File: src/hdl/wrsp_pkg.sv
package wrsp_pkg;

    typedef enum logic [3:0] {
        P_RIFF, P_RSIZE, P_WAVE, P_HDR, P_FMT, P_FACT, P_DATA, P_SKIP, P_PAD, P_DEAD
    } t_phase;

    typedef enum logic [2:0] {
        ERR_NONE     = 3'd0,
        ERR_NO_RIFF  = 3'd1,
        ERR_NO_WAVE  = 3'd2,
        ERR_FMT_SIZE = 3'd3,
        ERR_NO_FMT   = 3'd4,
        ERR_FORMAT   = 3'd5
    } t_err;

    typedef enum logic [1:0] {
        C_IDLE, C_DIV, C_OUT_S, C_OUT_R
    } t_ctl_state;

    localparam logic [31:0] TAG_RIFF = 32'h4646_4952;
    localparam logic [31:0] TAG_WAVE = 32'h4556_4157;
    localparam logic [31:0] TAG_FMT  = 32'h2074_6D66;
    localparam logic [31:0] TAG_FACT = 32'h7463_6166;
    localparam logic [31:0] TAG_DATA = 32'h6174_6164;

    localparam logic [15:0] FORMAT_PCM   = 16'd1;
    localparam logic [15:0] FORMAT_FLOAT = 16'd3;

    // Commands from the controller to the datapath.
    typedef struct packed {
        logic step;      // process the byte on the file-byte input
        logic div_start; // load the length divider
        logic div_step;  // one restoring step of the divider
        logic clear;     // return the parser to its reset state
    } t_cmd;

    // Status from the datapath to the controller.
    typedef struct packed {
        logic sample_hit; // the stepped byte completed a sample
        logic div_done;
    } t_status;

endpackage

File: src/hdl/wrsp_ctrl.sv
module wrsp_ctrl (
    input  logic              i_clk,
    input  logic              i_rst_n,
    input  logic              i_valid,
    output logic              o_in_ready,
    input  logic              i_final,
    output logic              o_valid,
    input  logic              i_out_ready,
    output logic              o_kind,
    output wrsp_pkg::t_cmd    o_cmd,
    input  wrsp_pkg::t_status i_status
);
    import wrsp_pkg::*;

    t_ctl_state r_state, n_state;
    logic       r_final, n_final;
    logic       acc;

    assign acc = i_valid && o_in_ready;

    always_ff @(posedge i_clk) begin
        if (!i_rst_n) begin
            r_state <= C_IDLE;
            r_final <= 1'b0;
        end else begin
            r_state <= n_state;
            r_final <= n_final;
        end
    end

    // Next state.
    always_comb begin
        n_state = r_state;
        n_final = r_final;
        unique case (r_state)
            C_IDLE: begin
                if (acc) begin
                    n_final = i_final;
                    if (i_status.sample_hit) begin
                        n_state = C_OUT_S;
                    end else if (i_final) begin
                        n_state = C_DIV;
                    end
                end
            end
            C_OUT_S: begin
                if (i_out_ready) begin
                    n_state = r_final ? C_DIV : C_IDLE;
                end
            end
            C_DIV: begin
                if (i_status.div_done) begin
                    n_state = C_OUT_R;
                end
            end
            C_OUT_R: begin
                if (i_out_ready) begin
                    n_state = C_IDLE;
                end
            end
            default: n_state = C_IDLE;
        endcase
    end

    // Outputs.
    always_comb begin
        o_in_ready    = 1'b0;
        o_valid       = 1'b0;
        o_kind        = 1'b0;
        o_cmd         = '0;
        unique case (r_state)
            C_IDLE: begin
                o_in_ready    = 1'b1;
                o_cmd.step    = acc;
                o_cmd.div_start = acc && i_final;
            end
            C_OUT_S: begin
                o_valid = 1'b1;
            end
            C_DIV: begin
                o_cmd.div_step = 1'b1;
            end
            C_OUT_R: begin
                o_valid   = 1'b1;
                o_kind    = 1'b1;
                o_cmd.clear = i_out_ready;
            end
            default: ;
        endcase
    end

    a_no_ready_busy: assert property (@(posedge i_clk) disable iff (!i_rst_n)
        o_valid |-> !o_in_ready) else $error("input taken while a result waits");
    a_report_after_div: assert property (@(posedge i_clk) disable iff (!i_rst_n)
        (r_state == C_DIV && i_status.div_done) |=> (o_valid && o_kind))
        else $error("report missing after division");
    a_clear_in_report: assert property (@(posedge i_clk) disable iff (!i_rst_n)
        o_cmd.clear |-> (o_valid && o_kind)) else $error("clear outside report");

endmodule

File: src/hdl/wrsp_dp.sv
module wrsp_dp #(
    parameter int SAMPLE_WIDTH = 32
) (
    input  logic              i_clk,
    input  logic              i_rst_n,
    input  logic [15:0]       i_selected_channel,
    input  logic [7:0]        i_file_byte,
    input  wrsp_pkg::t_cmd    i_cmd,
    output wrsp_pkg::t_status o_status,
    output logic [31:0]       o_sample_word,
    output logic              o_sample_is_float,
    output logic [2:0]        o_error_code,
    output logic [31:0]       o_sample_length
);
    import wrsp_pkg::*;

    localparam int CAP = SAMPLE_WIDTH / 8;

    t_phase      r_phase, n_phase;
    logic [4:0]  r_idx, n_idx;
    logic [31:0] r_tag, n_tag;
    logic [32:0] r_left, n_left;
    logic        r_pad, n_pad;
    logic [15:0] r_ftag, n_ftag, r_chan, n_chan, r_blk, n_blk, r_bits, n_bits;
    logic        r_fmt_seen, n_fmt_seen, r_fact_seen, n_fact_seen;
    logic [31:0] r_fact, n_fact, r_total, n_total;
    logic [15:0] r_pos, n_pos;
    logic [31:0] r_asm, n_asm;
    logic [2:0]  r_err, n_err;
    logic [31:0] r_word;
    logic        r_flt;

    // Sample geometry: all narrow multiply/compare, sequential byte context.
    logic [13:0] nb;
    logic [31:0] off;
    logic [32:0] off_end;
    logic [31:0] kk;
    logic        in_sample, last_k;
    logic [31:0] sx;
    logic [5:0]  kept_bits;
    logic [31:0] size32, sum;
    logic [32:0] left_dec;
    logic        hit;

    assign nb        = 14'((17'(r_bits) + 17'd7) >> 3);
    assign off       = 32'(i_selected_channel) * 32'(nb);
    assign off_end   = 33'(off) + 33'(nb);
    assign kk        = 32'(r_pos) - off;
    assign in_sample = (r_blk != 16'd0) && (nb != 14'd0) && (off_end <= 33'(r_blk))
                       && (32'(r_pos) >= off) && (33'(r_pos) < off_end);
    assign last_k    = (kk == 32'(nb) - 32'd1);
    assign left_dec  = r_left - 33'd1;
    assign kept_bits = (32'(nb) < 32'(CAP)) ? 6'(nb * 8) : 6'(CAP * 8 % 64);

    always_comb begin
        logic [31:0] m;
        m  = 32'd0;
        sx = n_asm;
        if (kept_bits != 6'd0 && kept_bits < 6'd32) begin
            m  = 32'd1 << (kept_bits - 6'd1);
            sx = ((n_asm & ((m << 1) - 32'd1)) ^ m) - m;
        end
    end

    always_comb begin
        n_phase = r_phase; n_idx = r_idx; n_tag = r_tag; n_left = r_left; n_pad = r_pad;
        n_ftag = r_ftag; n_chan = r_chan; n_blk = r_blk; n_bits = r_bits;
        n_fmt_seen = r_fmt_seen; n_fact_seen = r_fact_seen; n_fact = r_fact;
        n_total = r_total; n_pos = r_pos; n_asm = r_asm; n_err = r_err;
        hit = 1'b0;
        size32 = r_left[31:0];
        sum = r_total + size32;
        unique case (r_phase)
            P_RIFF, P_WAVE: begin
                n_tag = r_tag | (32'(i_file_byte) << {r_idx[1:0], 3'b000});
                if (r_idx >= 5'd3) begin
                    if (r_phase == P_RIFF && n_tag != TAG_RIFF) begin
                        n_err = ERR_NO_RIFF; n_phase = P_DEAD;
                    end else if (r_phase == P_WAVE && n_tag != TAG_WAVE) begin
                        n_err = ERR_NO_WAVE; n_phase = P_DEAD;
                    end else begin
                        n_phase = (r_phase == P_RIFF) ? P_RSIZE : P_HDR;
                        n_tag = '0; n_idx = '0;
                    end
                end else n_idx = r_idx + 5'd1;
            end
            P_RSIZE: begin
                if (r_idx >= 5'd3) begin
                    n_idx = '0; n_tag = '0; n_phase = P_WAVE;
                end else n_idx = r_idx + 5'd1;
            end
            P_HDR: begin
                if (r_idx == 5'd0) begin
                    n_tag = 32'(i_file_byte);
                    n_left = '0;
                end else if (r_idx < 5'd4) begin
                    n_tag = r_tag | (32'(i_file_byte) << {r_idx[1:0], 3'b000});
                end else begin
                    n_left = r_left | (33'(i_file_byte) << {r_idx[1:0], 3'b000});
                end
                n_idx = r_idx + 5'd1;
                if (r_idx >= 5'd7) begin
                    n_idx = '0;
                    n_pad = n_left[0];
                    size32 = n_left[31:0];
                    sum = r_total + size32;
                    if (r_tag == TAG_FMT) begin
                        if (size32 != 32'd16 && size32 != 32'd18 && size32 != 32'd40) begin
                            n_err = ERR_FMT_SIZE; n_phase = P_DEAD;
                        end else begin
                            n_fmt_seen = 1'b1; n_phase = P_FMT;
                        end
                    end else if (r_tag == TAG_FACT) begin
                        n_fact_seen = 1'b1; n_fact = '0;
                        n_phase = (size32 == 32'd0) ? (n_pad ? P_PAD : P_HDR) : P_FACT;
                    end else if (r_tag == TAG_DATA) begin
                        if (!r_fmt_seen) begin
                            n_err = ERR_NO_FMT; n_phase = P_DEAD;
                        end else if (r_ftag != FORMAT_PCM && r_ftag != FORMAT_FLOAT) begin
                            n_err = ERR_FORMAT; n_phase = P_DEAD;
                        end else begin
                            n_total = (sum < r_total) ? 32'hFFFF_FFFF : sum;
                            n_pos = '0;
                            n_phase = (size32 == 32'd0) ? (n_pad ? P_PAD : P_HDR) : P_DATA;
                        end
                    end else begin
                        n_phase = (size32 == 32'd0) ? (n_pad ? P_PAD : P_HDR) : P_SKIP;
                    end
                end
            end
            P_FMT, P_FACT, P_DATA, P_SKIP: begin
                if (r_phase == P_FMT) begin
                    case (r_idx)
                        5'd0:  n_ftag[7:0]  = i_file_byte;
                        5'd1:  n_ftag[15:8] = i_file_byte;
                        5'd2:  n_chan[7:0]  = i_file_byte;
                        5'd3:  n_chan[15:8] = i_file_byte;
                        5'd12: n_blk[7:0]   = i_file_byte;
                        5'd13: n_blk[15:8]  = i_file_byte;
                        5'd14: n_bits[7:0]  = i_file_byte;
                        5'd15: n_bits[15:8] = i_file_byte;
                        default: ;
                    endcase
                    if (r_idx < 5'd31) n_idx = r_idx + 5'd1;
                end
                if (r_phase == P_FACT && r_idx < 5'd4) begin
                    n_fact = r_fact | (32'(i_file_byte) << {r_idx[1:0], 3'b000});
                    n_idx = r_idx + 5'd1;
                end
                if (r_phase == P_DATA) begin
                    if (in_sample) begin
                        if (kk == 32'd0) n_asm = '0;
                        if (kk < 32'(CAP) && kk < 32'd4)
                            n_asm = n_asm | (32'(i_file_byte) << {kk[1:0], 3'b000});
                        hit = last_k;
                    end
                    if (r_blk != 16'd0)
                        n_pos = (r_pos + 16'd1 == r_blk) ? 16'd0 : r_pos + 16'd1;
                end
                n_left = left_dec;
                if (left_dec == 33'd0) begin
                    n_idx = '0;
                    n_phase = r_pad ? P_PAD : P_HDR;
                end
            end
            P_PAD: begin
                n_idx = '0; n_phase = P_HDR;
            end
            default: ;
        endcase
    end

    assign o_status.sample_hit = i_cmd.step && hit;

    always_ff @(posedge i_clk) begin
        if (!i_rst_n || i_cmd.clear) begin
            r_phase <= P_RIFF; r_idx <= '0; r_tag <= '0; r_left <= '0; r_pad <= 1'b0;
            r_ftag <= '0; r_chan <= '0; r_blk <= '0; r_bits <= '0;
            r_fmt_seen <= 1'b0; r_fact_seen <= 1'b0; r_fact <= '0; r_total <= '0;
            r_pos <= '0; r_asm <= '0; r_err <= ERR_NONE;
        end else if (i_cmd.step) begin
            r_phase <= n_phase; r_idx <= n_idx; r_tag <= n_tag; r_left <= n_left;
            r_pad <= n_pad; r_ftag <= n_ftag; r_chan <= n_chan; r_blk <= n_blk;
            r_bits <= n_bits; r_fmt_seen <= n_fmt_seen; r_fact_seen <= n_fact_seen;
            r_fact <= n_fact; r_total <= n_total; r_pos <= n_pos; r_asm <= n_asm;
            r_err <= n_err;
        end
    end

    always_ff @(posedge i_clk) begin
        if (i_cmd.step && hit) begin
            r_flt  <= (r_ftag == FORMAT_FLOAT);
            r_word <= (r_ftag == FORMAT_FLOAT) ? n_asm : sx;
        end
    end

    // Length divider: (8*total) / (bits*channels), restoring, one bit a cycle.
    // The divisor is the 16x16 product of bits per sample and channel count,
    // formed in one multiply on start.
    logic [34:0] r_num;
    logic [31:0] r_den;
    logic [34:0] r_quo;
    logic [34:0] r_rem;
    logic [5:0]  r_cnt;
    logic        r_zero, r_use_fact;
    logic [35:0] trial;

    assign trial = {r_rem, r_num[34]} - 36'(r_den);

    always_ff @(posedge i_clk) begin
        if (!i_rst_n) begin
            r_cnt <= '0;
        end else if (i_cmd.div_start) begin
            r_num      <= {n_total, 3'b000};
            r_den      <= 32'(n_bits) * 32'(n_chan);
            r_zero     <= (n_bits == 16'd0) || (n_chan == 16'd0);
            r_use_fact <= n_fact_seen;
            r_rem      <= '0;
            r_quo      <= '0;
            r_cnt      <= 6'd35;
        end else if (i_cmd.div_step && r_cnt != 6'd0) begin
            r_num <= {r_num[33:0], 1'b0};
            if (!trial[35]) begin
                r_rem <= trial[34:0];
                r_quo <= {r_quo[33:0], 1'b1};
            end else begin
                r_rem <= {r_rem[33:0], r_num[34]};
                r_quo <= {r_quo[33:0], 1'b0};
            end
            r_cnt <= r_cnt - 6'd1;
        end
    end

    assign o_status.div_done = (r_cnt == 6'd0);

    assign o_sample_word     = r_word;
    assign o_sample_is_float = r_flt;
    assign o_error_code      = r_err;
    assign o_sample_length   = r_use_fact ? r_fact :
                               r_zero ? 32'd0 :
                               (r_quo[34:32] != 3'd0) ? 32'hFFFF_FFFF : r_quo[31:0];

    a_cnt_range: assert property (@(posedge i_clk) disable iff (!i_rst_n)
        r_cnt <= 6'd35) else $error("divider count out of range");
    a_step_start: assert property (@(posedge i_clk) disable iff (!i_rst_n)
        i_cmd.div_start |-> i_cmd.step) else $error("division without last byte");
    a_div_load: assert property (@(posedge i_clk) disable iff (!i_rst_n)
        i_cmd.div_start |=> (r_cnt == 6'd35)) else $error("divider not loaded");

endmodule

File: src/hdl/wave_riff_stream_parser_core.sv
// WAVE file byte-stream parser.
// Input channel: one file byte per transaction (i_file_byte, i_final_byte),
// handshake i_valid/o_ready. Output channel: result transactions on
// o_valid/i_ready carrying o_result_kind (0 sample, 1 end-of-file report),
// o_sample_word, o_sample_is_float, o_error_code and o_sample_length.
// The byte is parsed in the cycle it is accepted, so after a byte that
// completes no sample and is not the final byte the next byte may follow
// straight away. A byte that completes a sample holds the input until that
// sample is taken. The final byte starts a restoring divider for the length,
// one quotient bit per cycle in 35 steps; the report is presented once the
// division completes, after the final byte or after the sample that byte
// completes has been taken.
// While a result waits for i_ready nothing more is accepted and all state
// holds.
// Reset (i_rst_n low, synchronous) clears the parser and the channel
// selection; after each report the parser returns to its reset state but
// keeps the selection written through i_cfg_we/i_cfg_data.
module wave_riff_stream_parser_core #(
    parameter int SAMPLE_WIDTH = 32
) (
    input  logic        i_clk,
    input  logic        i_rst_n,
    input  logic        i_cfg_we,
    input  logic [15:0] i_cfg_data,
    input  logic        i_valid,
    output logic        o_ready,
    input  logic [7:0]  i_file_byte,
    input  logic        i_final_byte,
    output logic        o_valid,
    input  logic        i_ready,
    output logic        o_result_kind,
    output logic [31:0] o_sample_word,
    output logic        o_sample_is_float,
    output logic [2:0]  o_error_code,
    output logic [31:0] o_sample_length
);
    import wrsp_pkg::*;

    logic [15:0] r_sel;
    t_cmd        cmd;
    t_status     status;
    logic        kind;
    logic [31:0] word, len;
    logic [2:0]  err;
    logic        flt;

    always_ff @(posedge i_clk) begin
        if (!i_rst_n) begin
            r_sel <= '0;
        end else if (i_cfg_we) begin
            r_sel <= i_cfg_data;
        end
    end

    wrsp_ctrl u_ctrl (
        .i_clk       (i_clk),
        .i_rst_n     (i_rst_n),
        .i_valid     (i_valid),
        .o_in_ready  (o_ready),
        .i_final     (i_final_byte),
        .o_valid     (o_valid),
        .i_out_ready (i_ready),
        .o_kind      (kind),
        .o_cmd       (cmd),
        .i_status    (status)
    );

    wrsp_dp #(.SAMPLE_WIDTH(SAMPLE_WIDTH)) u_dp (
        .i_clk              (i_clk),
        .i_rst_n            (i_rst_n),
        .i_selected_channel (r_sel),
        .i_file_byte        (i_file_byte),
        .i_cmd              (cmd),
        .o_status           (status),
        .o_sample_word      (word),
        .o_sample_is_float  (flt),
        .o_error_code       (err),
        .o_sample_length    (len)
    );

    // Fields that do not belong to a result kind read as zero.
    assign o_result_kind     = kind;
    assign o_sample_word     = kind ? 32'd0 : word;
    assign o_sample_is_float = kind ? 1'b0 : flt;
    assign o_error_code      = kind ? err : 3'd0;
    assign o_sample_length   = kind ? len : 32'd0;

endmodule
File: config.mk
export PLATFORM = sky130hd
export DESIGN_NAME = wave_riff_stream_parser_core
export DESIGN_NICKNAME = d
export VERILOG_FILES = /design/src/hdl/wrsp_pkg.sv /design/src/hdl/wrsp_ctrl.sv /design/src/hdl/wrsp_dp.sv /design/src/hdl/wave_riff_stream_parser_core.sv
export SDC_FILE = /design/constraint.sdc
export NUM_CORES = 2
export LEC_CHECK = 0
export BUFFER_PORTS_ARGS = -buffer_cell sky130_fd_sc_hd__buf_2
export CORE_MARGIN = 8
export CORE_UTILIZATION = 59
export CTS_CLUSTER_SIZE = 12
export DETAILED_ROUTE_END_ITERATION = 10
export HOLD_SLACK_MARGIN = 0.12
export PLACE_DENSITY = 0.79
export SLEW_MARGIN = 5
export SYNTH_ARGS = -nofsm -noshare
export SYNTH_HDL_FRONTEND = slang
export SYNTH_SLANG_ARGS = --single-unit
File: constraint.sdc
create_clock -name i_clk -period 11.6 [get_ports i_clk]
set_input_delay 0.58 -clock i_clk [delete_from_list [all_inputs] [get_ports i_clk]]
set_output_delay 0.58 -clock i_clk [all_outputs]
set_load 0.005 [all_outputs]
==> impl_metrics.xml <==
<?xml version="1.0" encoding="UTF-8"?>
<metrics>
  <group name="synth">
    <metric name="synth_area_per_cell" unit="µm²">8.295</metric>
    <metric name="post_synth_inst_count" unit="">5491</metric>
    <metric name="yosys.cell_types.count" unit="">102</metric>
    <metric name="syn-cell-area" unit="µm²">45550</metric>
    <metric name="most_common_flop_cell_mapped_by_yosys" unit="">dfxtp_1</metric>
    <metric name="synth_enable_flop_cells" unit="">169</metric>
    <metric name="synth_fp_nets" unit="">6250</metric>
    <metric name="yosysWarnings" unit="">0</metric>
    <metric name="ys_seq_area_share" unit="%">23.49</metric>
    <metric name="async_flop_share" unit="%">0</metric>
    <metric name="ys_ff_latch" unit="">450</metric>
  </group>
  <group name="place">
    <metric name="io_buffer_count" unit="">100</metric>
    <metric name="hpwl" unit="µm">96080</metric>
    <metric name="place_inst" unit="">6501</metric>
    <metric name="gp_routability_congestion" unit="">0.9934</metric>
    <metric name="preCtsSetupSlack" unit="ns">-0.4990</metric>
  </group>
  <group name="worst_setup_path">
    <metric name="cp_slowest_stage_delay" unit="ns">0.57</metric>
    <metric name="worstReg2RegStart" unit="">u_dp.r_bits[2]</metric>
    <metric name="criticalPathCategory" unit="">reg -&gt; reg</metric>
    <metric name="worst_setup_path_end_kind" unit="">flip-flop</metric>
    <metric name="worstRegToRegCells" unit="">48</metric>
    <metric name="critPathArrivalTime" unit="ns">11.69</metric>
    <metric name="critical_path.slowest_cell" unit="">or4b_4</metric>
    <metric name="biggest_fanout_along_the_worst_timing_path" unit="">7</metric>
    <metric name="crit_path_required_time" unit="ns">12.06</metric>
    <metric name="critPathLaunchType" unit="">flip-flop</metric>
    <metric name="setup.worst_path.start" unit="">u_dp.r_bits[2]</metric>
  </group>
  <group name="floorplanning">
    <metric name="die_height" unit="µm">293.8</metric>
    <metric name="core" unit="µm²">76960</metric>
    <metric name="overall_die_width" unit="µm">293.8</metric>
    <metric name="design.die.area" unit="µm²">86340</metric>
    <metric name="io-pin-count" unit="">101</metric>
    <metric name="placement_rows" unit="">102</metric>
    <metric name="floorplan.initialDensity" unit="%">59.18</metric>
  </group>
  <group name="cells_and_area">
    <metric name="final_layout_size_suffix_gt1_share" unit="%">9.617</metric>
    <metric name="commonest_cells_after_routing_fill_and_taps_aside" unit="">inv_1, nand2_1, nor2_1</metric>
    <metric name="fin_cells" unit="">6639</metric>
    <metric name="finish.net_count" unit="">6309</metric>
    <metric name="mostFrequentLayoutCell" unit="">inv_1</metric>
    <metric name="area_growth_syn_to_layout" unit="%">9.807</metric>
  </group>
  <group name="sta">
    <metric name="holdWs" unit="ns">0.2019</metric>
    <metric name="slew_at_the_pin_closest_to_its_max_slew_limit" unit="ns">1.244</metric>
    <metric name="final_hold_viols" unit="">0</metric>
    <metric name="final.min_clock_period" unit="ns">11.23</metric>
    <metric name="setup_ws" unit="ns">0.3694</metric>
    <metric name="slew_headroom" unit="%">17.05</metric>
    <metric name="fmax" unit="MHz">89.04</metric>
    <metric name="worst_clock_skew" unit="ns">0.05650</metric>
    <metric name="report.final.setup_viol" unit="">0</metric>
    <metric name="fin_setup_tns" unit="ns">0</metric>
    <metric name="final_max_slew_viol_count" unit="">0</metric>
    <metric name="min_period_over_period" unit="%">96.82</metric>
  </group>
  <group name="min_path">
    <metric name="min_path_cells" unit="">3</metric>
    <metric name="holdCritStartpoint" unit="">i_cfg_data[4]</metric>
    <metric name="worst_hold_check_path_type" unit="">in -&gt; reg</metric>
  </group>
  <group name="cts">
    <metric name="clock_root_buffer" unit="">clkbuf_16</metric>
    <metric name="clock_tree.buffer_depth" unit="">3</metric>
    <metric name="cts_num_sinks" unit="">450</metric>
    <metric name="clock_slew_seen_by_the_registers_of_the_worst_setup_and_hold_paths" unit="ns">0.06</metric>
    <metric name="clock_tree.htree_level_count" unit="">2</metric>
    <metric name="cts_made_buffers" unit="">52</metric>
    <metric name="clock_latency" unit="ns">0.65</metric>
    <metric name="cts-hold-fix-buffers" unit="">0</metric>
    <metric name="clock_tree_from_tritoncts" unit="">done</metric>
  </group>
  <group name="detailed_routing">
    <metric name="finalWirelength" unit="µm">131700</metric>
    <metric name="drt-vias-per-instance" unit="">6.108</metric>
    <metric name="route.detailed.drc" unit="">0</metric>
    <metric name="postRouteAntennaNets" unit="">0</metric>
    <metric name="wire_per_inst" unit="µm">19.83</metric>
    <metric name="dr_total_vias" unit="">40550</metric>
    <metric name="first_pass_iters" unit="">6</metric>
    <metric name="detailedRoute.firstIterationViolations" unit="">4181</metric>
  </group>
  <group name="grt">
    <metric name="gr-usage-all-layers" unit="%">29.92</metric>
    <metric name="grt_first_pass_wirelength" unit="µm">211800</metric>
    <metric name="number_of_antenna_violations_at_the_first_check_in_global_routing" unit="">5</metric>
    <metric name="grt_pass1_vias" unit="">39500</metric>
    <metric name="grt_start_max_net_pins" unit="">94</metric>
    <metric name="globalRoute.totalOverflow" unit="">0</metric>
  </group>
  <group name="power_and_ir_drop">
    <metric name="vdd_drop_max" unit="mV">0.1719</metric>
    <metric name="cellLeakagePower" unit="µW">0.02166</metric>
    <metric name="power_per_cell_area" unit="nW/µm²">189.3</metric>
    <metric name="power" unit="µW">9469</metric>
  </group>
  <group name="run">
    <metric name="maxCapViolations" unit="">0</metric>
  </group>
  <group name="outcome">
    <metric name="status" unit="">complete, no violations</metric>
  </group>
</metrics>
==> logic make-up after synthesis <==
group                    share of synthesized area [%]
AND/OR/NAND/NOR                                  21.79
buffers and inverters                            7.296
flip-flops                                       23.49
XOR/XNOR                                         4.038
AO/OA/AOI/OAI                                    14.33
multiplexers                                     3.047
adder cells (fa/ha/maj)                          26.01
==> flip-flops by register name (all words and copies together), names as in the netlist, 2 cells and up <==
signal and cells:
u_dp.r_fact 32, u_dp.r_blk 16, u_dp.r_asm 32, u_dp.r_left 33, r_sel 16, u_dp.o_sample_word 32
u_dp.r_idx 5, u_dp.r_ftag 16, u_dp.o_error_code 3, u_dp.r_phase 4, u_dp.r_num 32, u_dp.r_bits 16
u_dp.r_rem 35, u_dp.r_cnt 6, u_ctrl.r_state 2, u_dp.r_total 32, u_dp.r_quo 35, u_dp.r_den 32
u_dp.r_pos 16, u_dp.r_chan 16, u_dp.r_tag 32
==> critical path, delay by kind of cell (launching register included) <==
family / cells / cell delay, ns
buf+inv: 9 / 0.95
fa+ha+maj: 10 / 3.79
flops: 1 / 0.36
simple gates: 11 / 2.36
xor+xnor: 4 / 0.66
compound gates: 14 / 2.98
==> synth_stat cells, types with 13 or more instances <==
| master | number | area [µm²] |
|---|---|---|
| a211oi_1 | 70 | 525.5 |
| a21o_1 | 57 | 427.9 |
| a21oi_1 | 364 | 1822 |
| a22oi_1 | 31 | 232.7 |
| a31oi_1 | 98 | 613.1 |
| and2_1 | 243 | 1520 |
| and3_1 | 49 | 306.5 |
| buf_1 | 28 | 105.1 |
| clkbuf_1 | 247 | 927.1 |
| dfxtp_1 | 281 | 5625 |
| edfxtp_1 | 169 | 5075 |
| fa_1 | 363 | 7267 |
| ha_1 | 366 | 4579 |
| inv_1 | 591 | 2218 |
| mux2_2 | 29 | 326.6 |
| mux2i_1 | 106 | 1061 |
| nand2_1 | 556 | 2087 |
| nand2b_1 | 79 | 494.2 |
| nand3_1 | 86 | 430.4 |
| nand3b_1 | 18 | 135.1 |
| nand4_1 | 51 | 319.1 |
| nor2_1 | 551 | 2068 |
| nor2b_1 | 88 | 550.5 |
| nor3_1 | 149 | 745.7 |
| nor3b_1 | 18 | 135.1 |
| nor4_1 | 45 | 281.5 |
| o211ai_1 | 19 | 142.6 |
| o21a_1 | 33 | 247.7 |
| o21ai_0 | 207 | 1036 |
| o21bai_1 | 15 | 112.6 |
| o31ai_1 | 17 | 127.6 |
| or2_2 | 13 | 81.33 |
| or3_1 | 36 | 225.2 |
| or4_1 | 15 | 112.6 |
| xnor2_1 | 148 | 1296 |
| xor2_1 | 62 | 543.0 |
==> report_power, final <==
| group | internal, µW | leakage (µW) | switching (µW) | total (µW) |
|---|---|---|---|---|
| Sequential | 1920 | 0.00384 | 161 | 2080 |
| Combinational | 2220 | 0.0170 | 3480 | 5710 |
| Clock | 943 | 0.000836 | 738 | 1680 |
| Total | 5090 | 0.0217 | 4380 | 9470 |
==> worst paths after layout <==
path,to,slack (ns)
setup / recovery,u_dp.o_sample_word[25],0.37
setup reg to reg,u_dp.o_sample_word[25],0.37
hold / removal,r_sel[4],0.20
hold reg to reg,u_dp.r_asm[6],0.46
==> layer usage <==
metal | vias up | track usage, % | routed length [µm]
met3 | 384 | 5.196 | 11410
met4 | 0 | 12.65 | 6023
met5 | - | 0 | 0
met2 | 1892 | 48.76 | 60870
li1 | 18730 | - | -
met1 | 19540 | 39.17 | 53360
==> repair_timing <==
action,CTS,global route
resized for setup,32,67
setup endpoints to repair,12,16
pin swaps,16,55
setup buffers,19,17
==> layout make-up <==
| type | instances | area (µm²) |
|---|---|---|
| antenna | 5 | 12.51 |
| clock buffer | 71 | 1434 |
| clock inverter | 27 | 270.3 |
| fill | 6215 | 26940 |
| inverter | 594 | 2230 |
| multi-input combinational | 4162 | 32100 |
| sequential | 450 | 10710 |
| tap | 1040 | 1301 |
| timing repair buffer | 290 | 1949 |
==> stage by stage <==
stage / utilization, % / instance area [µm²]
floorplan: - / 45580
global placement: 61.76 / 47530
detailed placement: 61.76 / 47530
CTS: 64.38 / 49540
global route: 64.99 / 50010
finish: 64.99 / 50010
No activity file was read; power rests on OpenSTA's default activity.
